File: src/mlc_pkg.sv
// shared types, codes and constants of the mip level layout calculator
package mlc_pkg;

  localparam int MAX_LEVELS_DEF = 16;

  localparam int FMT_W    = 3;
  localparam int DIM_W    = 15;
  localparam int DEP_W    = 12;
  localparam int LCNT_W   = 5;
  localparam int LVL_W    = 4;
  localparam int STAT_W   = 2;
  localparam int BLK_W    = 5;
  localparam int ROWB_W   = 17;
  localparam int ROWBI_W  = 18;
  localparam int BYTES_W  = 42;
  localparam int OFF_W    = 43;
  localparam int PROD_W   = 33;

  localparam int S_TDATA_W = 8;
  localparam int M_TDATA_W = 168;
  localparam int M_TUSER_W = STAT_W;
  localparam int APB_AW    = 5;
  localparam int APB_DW    = 32;

  typedef enum logic [FMT_W-1:0] {
    FMT_NONE   = 3'd0,
    FMT_RGBA   = 3'd1,
    FMT_DXT1   = 3'd2,
    FMT_DXT3   = 3'd3,
    FMT_DXT5   = 3'd4,
    FMT_ETC1   = 3'd5,
    FMT_PVRTC2 = 3'd6,
    FMT_PVRTC4 = 3'd7
  } fmt_e;

  typedef enum logic [STAT_W-1:0] {
    STAT_OK     = 2'd0,
    STAT_NOCOMP = 2'd1,
    STAT_RANGE  = 2'd2
  } stat_e;

  typedef enum logic [2:0] {
    REG_FORMAT = 3'd0,
    REG_BASE_W = 3'd1,
    REG_BASE_H = 3'd2,
    REG_BASE_D = 3'd3,
    REG_LCOUNT = 3'd4
  } reg_idx_e;

  typedef enum logic [2:0] {
    ST_IDLE,
    ST_INIT,
    ST_MUL1,
    ST_MUL2,
    ST_STEP,
    ST_FINISH
  } state_e;

  localparam logic [BLK_W-1:0] BLK_RGBA  = 5'd4;
  localparam logic [BLK_W-1:0] BLK_SMALL = 5'd8;
  localparam logic [BLK_W-1:0] BLK_LARGE = 5'd16;
  localparam logic [BLK_W-1:0] BLK_PV2   = 5'd2;
  localparam logic [BLK_W-1:0] BLK_PV4   = 5'd4;

  localparam logic [DIM_W-1:0] PV2_MIN_W = 15'd16;
  localparam logic [DIM_W-1:0] PV_MIN    = 15'd8;
  localparam logic [DIM_W:0]   BLK_ROUND = 16'd3;
  localparam logic [PROD_W+2:0] BIT_ROUND = 36'd7;

  typedef struct packed {
    logic [FMT_W-1:0]  format;
    logic [DIM_W-1:0]  base_width;
    logic [DIM_W-1:0]  base_height;
    logic [DEP_W-1:0]  base_depth;
    logic [LCNT_W-1:0] level_count;
  } cfg_t;

  typedef struct packed {
    logic start;
    logic init;
    logic mul1;
    logic mul2;
    logic halve;
    logic load_out;
  } dp_cmd_t;

  typedef struct packed {
    logic err;
    logic all_zero;
  } dp_sts_t;

endpackage

File: src/mlc_regs.sv
// configuration register file behind the apb port
module mlc_regs
  import mlc_pkg::*;
(
  input  logic              clk_i,
  input  logic              rst_ni,
  input  logic              psel,
  input  logic              penable,
  input  logic              pwrite,
  input  logic [APB_AW-1:0] paddr,
  input  logic [APB_DW-1:0] pwdata,
  output logic [APB_DW-1:0] prdata,
  output logic              pready,
  output cfg_t              cfg_o
);

  cfg_t     cfg_q, cfg_d;
  reg_idx_e idx;
  logic     wr_en;

  assign pready = 1'b1;
  assign idx    = reg_idx_e'(paddr[APB_AW-1:2]);
  assign wr_en  = psel & penable & pwrite & pready;

  always_comb begin
    cfg_d = cfg_q;
    if (wr_en) begin
      case (idx)
        REG_FORMAT: cfg_d.format      = pwdata[FMT_W-1:0];
        REG_BASE_W: cfg_d.base_width  = pwdata[DIM_W-1:0];
        REG_BASE_H: cfg_d.base_height = pwdata[DIM_W-1:0];
        REG_BASE_D: cfg_d.base_depth  = pwdata[DEP_W-1:0];
        REG_LCOUNT: cfg_d.level_count = pwdata[LCNT_W-1:0];
        default: ;
      endcase
    end
  end

  always_comb begin
    case (idx)
      REG_FORMAT: prdata = APB_DW'(cfg_q.format);
      REG_BASE_W: prdata = APB_DW'(cfg_q.base_width);
      REG_BASE_H: prdata = APB_DW'(cfg_q.base_height);
      REG_BASE_D: prdata = APB_DW'(cfg_q.base_depth);
      REG_LCOUNT: prdata = APB_DW'(cfg_q.level_count);
      default:    prdata = '0;
    endcase
  end

  always_ff @(posedge clk_i or negedge rst_ni) begin
    if (!rst_ni) begin
      cfg_q.format      <= FMT_NONE;
      cfg_q.base_width  <= '0;
      cfg_q.base_height <= '0;
      cfg_q.base_depth  <= '0;
      cfg_q.level_count <= LCNT_W'(1);
    end else begin
      cfg_q <= cfg_d;
    end
  end

  assign cfg_o = cfg_q;

endmodule

File: src/mlc_ctrl.sv
// sequencer: walks the chain one level at a time and drives the datapath
module mlc_ctrl
  import mlc_pkg::*;
#(
  parameter int MAX_LEVELS = MAX_LEVELS_DEF
) (
  input  logic             clk_i,
  input  logic             rst_ni,
  input  logic             in_valid_i,
  output logic             in_ready_o,
  input  logic [LVL_W-1:0] level_i,
  output logic             out_valid_o,
  input  logic             out_ready_i,
  output dp_cmd_t          cmd_o,
  input  dp_sts_t          sts_i
);

  localparam int CntW = (MAX_LEVELS > 1) ? $clog2(MAX_LEVELS) : 1;

  state_e          state_q, state_d;
  logic [CntW-1:0] cnt_q, cnt_d;
  logic            ovalid_q, ovalid_d;

  always_comb begin
    state_d    = state_q;
    cnt_d      = cnt_q;
    ovalid_d   = ovalid_q & ~out_ready_i;
    cmd_o      = '0;
    in_ready_o = 1'b0;
    case (state_q)
      ST_IDLE: begin
        in_ready_o = 1'b1;
        if (in_valid_i) begin
          cmd_o.start = 1'b1;
          cnt_d       = level_i[CntW-1:0];
          state_d     = sts_i.err ? ST_FINISH : ST_INIT;
        end
      end
      ST_INIT: begin
        cmd_o.init = 1'b1;
        state_d    = ST_MUL1;
      end
      ST_MUL1: begin
        cmd_o.mul1 = 1'b1;
        state_d    = ST_MUL2;
      end
      ST_MUL2: begin
        cmd_o.mul2 = 1'b1;
        state_d    = (cnt_q == '0) ? ST_FINISH : ST_STEP;
      end
      ST_STEP: begin
        cmd_o.halve = 1'b1;
        if (sts_i.all_zero) begin
          state_d = ST_FINISH;
        end else begin
          cnt_d   = cnt_q - CntW'(1);
          state_d = ST_MUL1;
        end
      end
      ST_FINISH: begin
        if (!ovalid_q || out_ready_i) begin
          cmd_o.load_out = 1'b1;
          ovalid_d       = 1'b1;
          state_d        = ST_IDLE;
        end
      end
      default: state_d = ST_IDLE;
    endcase
  end

  always_ff @(posedge clk_i or negedge rst_ni) begin
    if (!rst_ni) begin
      state_q  <= ST_IDLE;
      cnt_q    <= '0;
      ovalid_q <= 1'b0;
    end else begin
      state_q  <= state_d;
      cnt_q    <= cnt_d;
      ovalid_q <= ovalid_d;
    end
  end

  assign out_valid_o = ovalid_q;

endmodule

File: src/mlc_dp.sv
// datapath: level dimensions, per-level sizing multiplies, offset sum, result register
module mlc_dp
  import mlc_pkg::*;
#(
  parameter int MAX_LEVELS = MAX_LEVELS_DEF
) (
  input  logic                 clk_i,
  input  logic                 rst_ni,
  input  cfg_t                 cfg_i,
  input  logic [LVL_W-1:0]     level_i,
  input  dp_cmd_t              cmd_i,
  output dp_sts_t              sts_o,
  output logic [M_TDATA_W-1:0] res_data_o,
  output logic [M_TUSER_W-1:0] res_user_o
);

  logic [DIM_W-1:0]   w_q, h_q;
  logic [DEP_W-1:0]   d_q;
  logic [OFF_W-1:0]   off_q;
  logic [PROD_W-1:0]  prod_q;
  logic [BYTES_W-1:0] bytes_q;
  logic [ROWBI_W-1:0] rowb_q;
  logic [DIM_W-1:0]   rows_q;
  logic [BLK_W-1:0]   blk_q;
  logic [STAT_W-1:0]  stat_q;
  logic               pv4_q;

  logic [M_TDATA_W-1:0] rdata_q;
  logic [M_TUSER_W-1:0] ruser_q;

  fmt_e               fmt;
  logic               is_rgba, is_blk, is_pv, blk8;
  logic [DIM_W:0]     wsum, hsum;
  logic [DIM_W-1:0]   pv_mw, dw, dh;
  logic [ROWBI_W-1:0] rowb_c;
  logic [DIM_W-1:0]   rows_c;
  logic [BLK_W-1:0]   blk_c;
  logic [ROWBI_W-1:0] mul_b;
  logic [PROD_W-1:0]  prod_c;
  logic [44:0]        vol_c;
  logic [PROD_W+2:0]  pv_sum;
  logic [BYTES_W-1:0] bytes_c;
  logic [DIM_W-1:0]   hw, hh;
  logic [DEP_W-1:0]   hd;
  logic               all_zero;
  logic [STAT_W-1:0]  stat_c;
  logic [OFF_W-1:0]   off_c;

  assign fmt     = fmt_e'(cfg_i.format);
  assign is_rgba = (fmt == FMT_RGBA);
  assign is_pv   = (fmt == FMT_PVRTC2) || (fmt == FMT_PVRTC4);
  assign is_blk  = !is_rgba && !is_pv && (fmt != FMT_NONE);
  assign blk8    = (fmt == FMT_DXT1) || (fmt == FMT_ETC1);

  assign wsum  = {1'b0, w_q} + BLK_ROUND;
  assign hsum  = {1'b0, h_q} + BLK_ROUND;
  assign pv_mw = (fmt == FMT_PVRTC2) ? PV2_MIN_W : PV_MIN;
  assign dw    = (w_q < pv_mw) ? pv_mw : w_q;
  assign dh    = (h_q < PV_MIN) ? PV_MIN : h_q;

  // pvrtc row size reduces to a shift of the padded width
  always_comb begin
    if (is_rgba) begin
      blk_c  = BLK_RGBA;
      rowb_c = {1'b0, w_q, 2'b00};
      rows_c = h_q;
    end else if (is_blk) begin
      blk_c  = blk8 ? BLK_SMALL : BLK_LARGE;
      rowb_c = blk8 ? {1'b0, wsum[DIM_W:2], 3'b000} : {wsum[DIM_W:2], 4'b0000};
      rows_c = {1'b0, hsum[DIM_W:2]};
    end else if (fmt == FMT_PVRTC2) begin
      blk_c  = BLK_PV2;
      rowb_c = {5'b0, dw[DIM_W-1:2]};
      rows_c = dh;
    end else begin
      blk_c  = BLK_PV4;
      rowb_c = {4'b0, dw[DIM_W-1:1]};
      rows_c = dh;
    end
  end

  assign mul_b  = is_pv ? {3'b000, dw} : rowb_c;
  assign prod_c = PROD_W'(rows_c) * PROD_W'(mul_b);
  assign vol_c  = {33'b0, d_q} * {12'b0, prod_q};
  assign pv_sum = (pv4_q ? {1'b0, prod_q, 2'b00} : {2'b00, prod_q, 1'b0}) + BIT_ROUND;
  assign bytes_c = is_pv ? BYTES_W'(pv_sum[PROD_W+2:3]) : vol_c[BYTES_W-1:0];

  assign hw       = w_q >> 1;
  assign hh       = h_q >> 1;
  assign hd       = d_q >> 1;
  assign all_zero = (hw == '0) && (hh == '0) && (hd == '0);
  assign off_c    = off_q + {1'b0, bytes_q};

  always_comb begin
    if (fmt == FMT_NONE) begin
      stat_c = STAT_NOCOMP;
    end else if (({1'b0, level_i} >= cfg_i.level_count) ||
                 (32'(level_i) >= 32'(MAX_LEVELS))) begin
      stat_c = STAT_RANGE;
    end else begin
      stat_c = STAT_OK;
    end
  end

  assign sts_o.err      = (stat_c != STAT_OK);
  assign sts_o.all_zero = all_zero;

  always_ff @(posedge clk_i or negedge rst_ni) begin
    if (!rst_ni) begin
      w_q     <= '0;
      h_q     <= '0;
      d_q     <= '0;
      off_q   <= '0;
      prod_q  <= '0;
      bytes_q <= '0;
      rowb_q  <= '0;
      rows_q  <= '0;
      blk_q   <= '0;
      stat_q  <= '0;
      pv4_q   <= 1'b0;
      rdata_q <= '0;
      ruser_q <= '0;
    end else begin
      if (cmd_i.start) begin
        stat_q <= stat_c;
        pv4_q  <= (fmt == FMT_PVRTC4);
      end
      if (cmd_i.init) begin
        w_q   <= (cfg_i.base_width == '0) ? DIM_W'(1) : cfg_i.base_width;
        h_q   <= (cfg_i.base_height == '0) ? DIM_W'(1) : cfg_i.base_height;
        d_q   <= (cfg_i.base_depth == '0) ? DEP_W'(1) : cfg_i.base_depth;
        off_q <= '0;
      end
      if (cmd_i.mul1) begin
        prod_q <= prod_c;
        rowb_q <= rowb_c;
        rows_q <= rows_c;
        blk_q  <= blk_c;
      end
      if (cmd_i.mul2) begin
        bytes_q <= bytes_c;
      end
      if (cmd_i.halve) begin
        if (all_zero) begin
          w_q <= '0;
          h_q <= '0;
          d_q <= '0;
        end else begin
          w_q   <= (hw == '0) ? DIM_W'(1) : hw;
          h_q   <= (hh == '0) ? DIM_W'(1) : hh;
          d_q   <= (hd == '0) ? DEP_W'(1) : hd;
          off_q <= off_c;
        end
      end
      if (cmd_i.load_out) begin
        ruser_q <= stat_q;
        if (stat_q != STAT_OK) begin
          rdata_q <= '0;
        end else begin
          rdata_q <= {4'b0000, off_q, bytes_q, rows_q, rowb_q[ROWB_W-1:0], blk_q,
                      d_q, h_q, w_q};
        end
      end
    end
  end

  assign res_data_o = rdata_q;
  assign res_user_o = ruser_q;

endmodule

File: src/mip_level_layout_calc.sv
// top level of the mip level layout calculator
//
//  channel   dir  handshake                 content
//  s_axis    in   s_axis_tvalid/tready      one level request per beat
//  m_axis    out  m_axis_tvalid/tready      one level layout per beat
//  apb       in   psel/penable/pwrite       format, base size, level count
//
// a request for level n runs the two chained sizing multiplies for each level up to n,
// with a halving step between levels; a request in error skips them all.
// a new request is taken once the previous one is sequenced, while its result
// may still wait in the output register; a stalled result holds the sequencer.
// reset clears the registers to format none and level count 1.
module mip_level_layout_calc
  import mlc_pkg::*;
#(
  parameter int MAX_LEVELS = MAX_LEVELS_DEF
) (
  input  logic                 clk_i,
  input  logic                 rst_ni,
  input  logic                 s_axis_tvalid,
  output logic                 s_axis_tready,
  // [3:0] level_index
  input  logic [S_TDATA_W-1:0] s_axis_tdata,
  output logic                 m_axis_tvalid,
  input  logic                 m_axis_tready,
  // [14:0] level_width, [29:15] level_height, [41:30] level_depth,
  // [46:42] block_bytes, [63:47] row_bytes, [78:64] row_count,
  // [120:79] level_bytes, [163:121] level_offset
  output logic [M_TDATA_W-1:0] m_axis_tdata,
  // [1:0] status
  output logic [M_TUSER_W-1:0] m_axis_tuser,
  input  logic                 psel,
  input  logic                 penable,
  input  logic                 pwrite,
  input  logic [APB_AW-1:0]    paddr,
  input  logic [APB_DW-1:0]    pwdata,
  output logic [APB_DW-1:0]    prdata,
  output logic                 pready
);

  cfg_t             cfg;
  dp_cmd_t          cmd;
  dp_sts_t          sts;
  logic [LVL_W-1:0] level;

  assign level = s_axis_tdata[LVL_W-1:0];

  mlc_regs u_regs (
    .clk_i   (clk_i),
    .rst_ni  (rst_ni),
    .psel    (psel),
    .penable (penable),
    .pwrite  (pwrite),
    .paddr   (paddr),
    .pwdata  (pwdata),
    .prdata  (prdata),
    .pready  (pready),
    .cfg_o   (cfg)
  );

  mlc_ctrl #(
    .MAX_LEVELS (MAX_LEVELS)
  ) u_ctrl (
    .clk_i       (clk_i),
    .rst_ni      (rst_ni),
    .in_valid_i  (s_axis_tvalid),
    .in_ready_o  (s_axis_tready),
    .level_i     (level),
    .out_valid_o (m_axis_tvalid),
    .out_ready_i (m_axis_tready),
    .cmd_o       (cmd),
    .sts_i       (sts)
  );

  mlc_dp #(
    .MAX_LEVELS (MAX_LEVELS)
  ) u_dp (
    .clk_i      (clk_i),
    .rst_ni     (rst_ni),
    .cfg_i      (cfg),
    .level_i    (level),
    .cmd_i      (cmd),
    .sts_o      (sts),
    .res_data_o (m_axis_tdata),
    .res_user_o (m_axis_tuser)
  );

endmodule
File: config.mk
export PLATFORM = sky130hd
export DESIGN_NAME = mip_level_layout_calc
export DESIGN_NICKNAME = d
export VERILOG_FILES = /design/src/mlc_pkg.sv /design/src/mlc_regs.sv /design/src/mlc_ctrl.sv /design/src/mlc_dp.sv /design/src/mip_level_layout_calc.sv
export SDC_FILE = /design/constraint.sdc
export NUM_CORES = 2
export LEC_CHECK = 0
export ABC_AREA = 1
export BUFFER_PORTS_ARGS = -buffer_cell sky130_fd_sc_hd__buf_2
export CORE_MARGIN = 1.5
export CORE_UTILIZATION = 60
export DETAILED_ROUTE_END_ITERATION = 10
export GPL_TIMING_DRIVEN = 0
export PLACE_DENSITY = 0.89
export SLEW_MARGIN = 5
export SYNTH_ARGS = -nofsm -noshare
export SYNTH_HDL_FRONTEND = slang
export SYNTH_SLANG_ARGS = --single-unit
export TNS_END_PERCENT = 1
File: constraint.sdc
create_clock -name clk_i -period 10.6 [get_ports clk_i]
set_clock_uncertainty 0.15 [all_clocks]
set_input_delay 2.65 -clock clk_i [delete_from_list [all_inputs] [get_ports clk_i]]
set_output_delay 2.65 -clock clk_i [all_outputs]
set_load 0.02 [all_outputs]
Word level (Yosys, flattened, before mapping)
Cells that the tools add are included.
{ "classes": {"multipliers": 2, "bitwise": 4, "magnitude_cmp": 3, "add_sub_neg": 5, "reduce_logical": 32, "n_mux": 58, "eq_ne": 17} }
{ "ops": {"columns": ["op", "n"], "rows": [
  ["15-bit 2-to-1 mux", 12],
  ["164-bit 2-to-1 mux", 1],
  ["43-bit 2-to-1 mux", 3],
  ["15-bit one-hot mux with 5 select lines", 1],
  ["18-bit 2-to-1 mux", 4],
  ["15-bit logical NOT", 4],
  ["12-bit 2-to-1 mux", 4],
  ["43-bit by 42-bit adder with 43-bit output", 1],
  ["12-bit by 33-bit multiplier with 42-bit output", 1],
  ["14-bit 2-to-1 mux", 3],
  ["42-bit 2-to-1 mux", 1],
  ["36-bit by 3-bit adder with 36-bit output (second input constant)", 1],
  ["35-bit 2-to-1 mux", 1],
  ["15-bit by 18-bit multiplier with 33-bit output", 1],
  ["15-bit by 2-bit adder with 16-bit output (second input constant)", 2],
  ["12-bit logical NOT", 2],
  ["5-bit 2-to-1 mux", 4],
  ["3-bit == test (second input constant)", 6],
  ["3-bit one-hot mux with 6 select lines", 1],
  ["3-bit by 2-bit == test with 1-bit output (second input constant)", 5],
  ["15-bit < comparator", 1],
  ["15-bit by 4-bit < comparator with 1-bit output (second input constant)", 1],
  ["3-bit 2-to-1 mux", 5],
  ["1-bit 2-to-1 mux", 12],
  ["20 further kinds", 44]
]} }
{ "totals": {"word_cells": 142, "output_inout_bits": 205, "ff_bits": 428, "inputBits": 52} }

Longest topological paths before layout
{ "logic_depth": {"ltp_word": 9, "depth_mapped": 37, "mapped_depth_nobuf": 36} }

Hierarchy
A second synthesis with hierarchy kept.
{ "unflattened": {"cells_unflattened": 5818, "hier_area_um2": 44677.8} }
{ "modules_own_cells": {"columns": ["mod", "n_inst", "cells_per_inst", "area_per_inst_um2", "seq_area_each_um2"], "rows": [
  ["mlc_dp", 1, 5414, 41563.6, 9108.7],
  ["mlc_regs", 1, 324, 2590.0, 1252.5],
  ["mlc_ctrl", 1, 80, 524.3, 200.2]
]} }

Least setup slack after synthesis
Ideal clock, no wire load.
{ "synth_timing": {"kind": "in2out", "startpoint": "input paddr[4]", "endpoint": "output prdata[10]", "cell_stages": 4, "t_arrival_ns": 4.123, "path_slack_ns": 3.677, "n_path_buf": 1, "required_ns": 7.800, "path_cell_list": "clkbuf_1 -> nor3_1 -> inv_1 -> o21ai_0"} }
{ "synth_between": {"elab_chain_cells": 2, "elab_cells_between_ends": 6, "cone_classes": "eq/ne: 4; mux: 1; reduce/logical: 1"} }
{ "synth_rtl": {"columns": ["element", "line", "rtl"], "rows": [
  ["start, declared", "mip_level_layout_calc.sv:35", "input logic [APB_AW-1:0] paddr,"],
  ["3-bit == test (tied with other cells)", "mlc_regs.sv:40", "case (idx)"],
  ["15-bit one-hot mux with 5 select lines (*)", "mlc_regs.sv:40", null],
  ["end, declared", "mip_level_layout_calc.sv:37", "output logic [APB_DW-1:0] prdata,"]
]} }
Every way passes the cells marked *; elsewhere a longest branch is shown, timed or not.

Worst setup path in the final report
{ "layout_timing": {"startpoint": "register u_regs.cfg_q, in the netlist u_regs.cfg_o[49]", "endpoint": "register u_dp.prod_q[16]"} }
{ "layout_between": {"elab_chain_cells": 9, "elab_cells_between_ends": 23, "cone_classes": "mul: 1; order compare: 1; eq/ne: 5; mux: 9; reduce/logical: 7"} }
{ "layout_rtl": {"columns": ["element", "line", "rtl"], "rows": [
  ["start, declared", "mlc_regs.sv:17", "cfg_t cfg_q, cfg_d;"],
  ["start signal, assigned", "mlc_regs.sv:58", "cfg_q <= cfg_d;"],
  ["3-bit == test (on tied branches)", "mlc_dp.sv:51, mlc_dp.sv:57, mlc_dp.sv:71", null],
  ["5-bit 2-to-1 mux or 1-bit logical OR (tied branches)", "mlc_dp.sv:57, mlc_dp.sv:51", null],
  ["15-bit < comparator or 1-bit logical NOT (tied branches)", "mlc_dp.sv:58, mlc_dp.sv:52", null],
  ["15-bit 2-to-1 mux or 1-bit logical AND (tied branches)", "mlc_dp.sv:58, mlc_dp.sv:52", null],
  ["14-bit 2-to-1 mux or 1-bit logical AND (tied branches)", "mlc_dp.sv:71, mlc_dp.sv:52", null],
  ["18-bit 2-to-1 mux", "mlc_dp.sv:67", "end else if (is_blk) begin"],
  ["18-bit 2-to-1 mux", "mlc_dp.sv:63", "if (is_rgba) begin"],
  ["18-bit 2-to-1 mux", "mlc_dp.sv:82", "assign mul_b = is_pv ? {3'b000, dw} : rowb_c;"],
  ["15-bit by 18-bit multiplier with 33-bit output (*)", "mlc_dp.sv:83", "assign prod_c = PROD_W'(rows_c) * PROD_W'(mul_b);"],
  ["end signal, assigned", "mlc_dp.sv:135", "prod_q <= prod_c;"],
  ["end, declared", "mlc_dp.sv:20", "logic [PROD_W-1:0] prod_q;"]
]} }
Marks and branches as above.
A chain may end at the register's enable or synchronous reset.

==> results.txt <==
----------------------------------------------------
[Clock network]
  Total setup buffers inserted after CTS ... 0
  Clock-pin slew on the worst setup and hold paths ... 0.06 ns
  TritonCTS clock tree ... yes
  Total CTS buffers ... 47
  Number of H-tree branching levels ... 2
  TritonCTS Sinks ... 422
  Number of buffers on the longest clock path ... 3
  Buffer cell driving the clock tree root ... sky130_fd_sc_hd__clkbuf_16
  Clock latency reported for the late side of the worst-skew pair ... 0.62 ns
  Post-cts sizing count ... 0
  Count of hold buffers inserted by post-cts repair ... 0

[Detailed routing]
  Post-DRT Antenna Nets ... 0
  Detailed-route DRC error count ... 0
  Detailed route wirelength on metal3 ... 18.8 mm
  Top layer in use ... met5
  Routed via count ... 44100
  Met2 wire length ... 73.9 mm
  Initial detailed-routing violation count ... 5081
  Met1 wire length ... 61.4 mm
  Avg WL per Cell ... 22.1 microns
  Number of detailed-route iterations in the first pass ... 6
  Detail-routed via count per cell ... 5.89
  Wire length reported by the detailed router ... 166 mm

[Setup path]
  WP data arrival ... 9.38 ns
  Crit path kind ... register to register
  Crit start category ... register
  Worst-path fanout max ... 10
  Data required time of the worst path ... 10.92 ns
  Crit. End Element ... register

[Die]
  Die outline width ... 278 microns
  Number of top-level pins ... 257
  Height of the die ... 278 microns
  Floorplan Core Area ... 0.0747 sq mm
  Initial Utilization ... 60.8%
  Std-Cell Rows ... 100
  Die Footprint ... 0.0773 sq mm

[Final layout]
  Synth-to-Final Area Change ... 9.25%
  Final net count ... 7261
  Fraction of final layout cells sized beyond drive strength 1 ... 6.75%
  Post-layout util ... 66.4%
  Fill cell instance count of the final layout ... 6530

[Yosys]
  Basic-gate share of the synthesized area counting and, or, nand and nor cells ... 25.1%
  Adder-Cell Fraction of Synth Area ... 28.7%
  XOR/XNOR share of the synthesized area ... 1.02%
  Sequential cell area fraction in the yosys report ... 23.3%
  Commonest cells post-synth ... 1687 x sky130_fd_sc_hd__nand2_1, 1208 x sky130_fd_sc_hd__inv_1, 515 x sky130_fd_sc_hd__fa_1, 490 x sky130_fd_sc_hd__nand3_1, 421 x sky130_fd_sc_hd__dfrtp_1
  Largest family of logic cells by synthesized area ... adder cells
  Number of cells produced by synthesis ... 6194
  Library cells used by synthesis ... 61
  Post-synth EDFFs ... 0
  FF+latch count, synth ... 422
  Mux cell area share after synthesis ... 0.0248%
  Synth Area in Compound Gates ... 9.16%
  Main area contributors after synthesis ... sky130_fd_sc_hd__dfrtp_1 23%, sky130_fd_sc_hd__fa_1 23%, sky130_fd_sc_hd__nand2_1 14%, sky130_fd_sc_hd__inv_1 10%, sky130_fd_sc_hd__ha_1 6.0%
  Cell Area, Synth ... 0.0454 sq mm
  Cell taking the most area after synthesis ... sky130_fd_sc_hd__dfrtp_1
  Share of the synthesized area in the top cell type ... 23.2%
  Synthesis warning total ... 0
  Fraction of synthesis flops using an asynchronous set or reset pin ... 100%
  Syn avg cell area ... 7.33 sq um
  Most instantiated library cell after synthesis ... sky130_fd_sc_hd__nand2_1
  Prevailing post-synth register cell ... sky130_fd_sc_hd__dfrtp_1

[Timing]
  Fin crit share ... 85.5%
  Min Tclk post-route ... 9.06 ns
  Final Slew Violations ... 0
  Worst Tran Pin Value ... 1.42 ns
  Maximum clock frequency ... 0.110 GHz
  Setup repair after global routing missed its margin ... false
  Headroom to the max-slew limit ... 5.27%
  Setup Viol. Count Final ... 0
  Number of failing hold endpoints at the final stage ... 0

[Global routing]
  Antenna violations before repair ... 11
  Total gr overflow ... 0
  First-pass GRT wire length ... 252 mm
  Vias in the first global route ... 43600
  Total global-route track usage ... 43.0%
  Largest net degree at the start of global routing ... 118

[Worst hold path]
  Worst hold-check path type ... register to register

[Run status]
  Outcome ... complete, no violations

[Placed design]
  Count of input and output buffers ... 209
  Final Wtd Congestion ... 1.03
  Final HPWL DP ... 134 mm

[Job]
  Max-capacitance violation count ... 0

----------------------------------------------------
==> per-layer routing <==
metal / vias to the layer above / global-route usage, %
li1: 19700 / -
met4: 10 / 25.7
met5: - / 0
met1: 21100 / 54.4
met3: 632 / 10.5
met2: 2699 / 67.1
==> worst max-delay path, cell delays in order, from the launching register on <==
cell and delay (ns):
sky130_fd_sc_hd__dfrtp_1 0.54, sky130_fd_sc_hd__ha_1 0.39, sky130_fd_sc_hd__buf_1 0.64, sky130_fd_sc_hd__clkbuf_1 0.69, sky130_fd_sc_hd__nand2_1 0.46, sky130_fd_sc_hd__nand2_1 0.56
sky130_fd_sc_hd__nand2_1 0.14, sky130_fd_sc_hd__fa_1 0.49, sky130_fd_sc_hd__fa_1 0.60, sky130_fd_sc_hd__inv_1 0.07, sky130_fd_sc_hd__fa_1 0.49, sky130_fd_sc_hd__fa_1 0.51
sky130_fd_sc_hd__fa_1 0.50, sky130_fd_sc_hd__inv_1 0.05, sky130_fd_sc_hd__fa_1 0.54, sky130_fd_sc_hd__inv_1 0.06, sky130_fd_sc_hd__ha_1 0.36, sky130_fd_sc_hd__a21oi_1 0.28
sky130_fd_sc_hd__o21ai_0 0.19, sky130_fd_sc_hd__a21oi_1 0.23, sky130_fd_sc_hd__o21ai_0 0.29, sky130_fd_sc_hd__or2_2 0.36, sky130_fd_sc_hd__nand3_1 0.17, sky130_fd_sc_hd__o21ai_0 0.14
==> cell families (layout without fill, tap and decap cells) <==
family / count (synthesis) / after routing
adders and majority gates: 731 / 731
and+or+nand+nor: 2737 / 2737
xor gates and xnor gates: 53 / 53
AOI/OAI and AO/OA: 751 / 751
other: 2 / 27
buffers and inverters: 1497 / 1798
muxes: 1 / 1
DFF: 422 / 422
==> flip-flops by register name, indices dropped and copies added (netlist names) <==
register	flops
u_dp.rows_q	15
u_dp.blk_q	4
u_ctrl.out_valid_o	1
u_dp.pv4_q	1
u_ctrl.cnt_q	4
u_dp.rowb_q	17
u_ctrl.state_q	3
u_dp.w_q	15
u_dp.off_q	43
u_dp.bytes_q	42
u_dp.res_data_o	163
u_dp.stat_q	2
u_dp.res_user_o	2
u_dp.d_q	12
u_dp.h_q	15
u_regs.cfg_o	50
u_dp.prod_q	33
==> metrics by stage <==
step	TNS [ns]	hold slack, ns	instances	setup WS, ns	area (sq um)
after floorplan	0	0.300	6216	3.68	45500
after global placement	-595.71	0.314	7394	-1.48	47700
after detailed placement	0	0.322	7398	1.84	47900
after CTS	0	0.337	7486	1.83	49600
after global routing	0	0.361	7486	1.43	49600
final	0	0.338	7489	1.54	49600
==> area by class of cell <==
type / instances / area (sq um) / area share [%]
Multi-Input combinational cell: 4297 / 29100 / 58.7
Sequential cell: 422 / 10600 / 21.3
Inverter: 1231 / 4620 / 9.32
Clock buffer: 61 / 1330 / 2.68
Tap cell: 969 / 1210 / 2.44
Buffer: 266 / 1170 / 2.36
Timing Repair Buffer: 213 / 1170 / 2.35
Clock inverter: 27 / 399 / 0.805
Antenna cell: 3 / 7.51 / 0.0151
==> final timing paths <==
kind | cells after the start | slack (ns) | from | endpoint
worst min-delay path | 2 | 0.34 | u_regs.cfg_o[2] | u_regs.cfg_o[2]
worst max-delay path | 23 | 1.54 | u_regs.cfg_o[49] | u_dp.prod_q[16]
worst min register to register | 2 | 0.34 | u_regs.cfg_o[2] | u_regs.cfg_o[2]
min in group asynchronous | 1 | 1.73 | rst_ni | u_dp.off_q[23]
worst max register to register | 23 | 1.54 | u_regs.cfg_o[49] | u_dp.prod_q[16]
max in group asynchronous | 3 | 7.27 | rst_ni | u_dp.prod_q[24]
==> placed cells by master (no fill, tap or decap), types with 178 or more instances in the layout <==
master and n:
sky130_fd_sc_hd__nor2_1 378, sky130_fd_sc_hd__buf_2 248, sky130_fd_sc_hd__inv_1 1208, sky130_fd_sc_hd__fa_1 515, sky130_fd_sc_hd__ha_1 216, sky130_fd_sc_hd__o21ai_0 411, sky130_fd_sc_hd__dfrtp_1 421, sky130_fd_sc_hd__nand3_1 490
sky130_fd_sc_hd__clkbuf_1 178, sky130_fd_sc_hd__nand2_1 1687
Power is left out: the tool's default activity adds up to more than one toggle a clock period on the data nets, which glitch-free logic cannot reach.
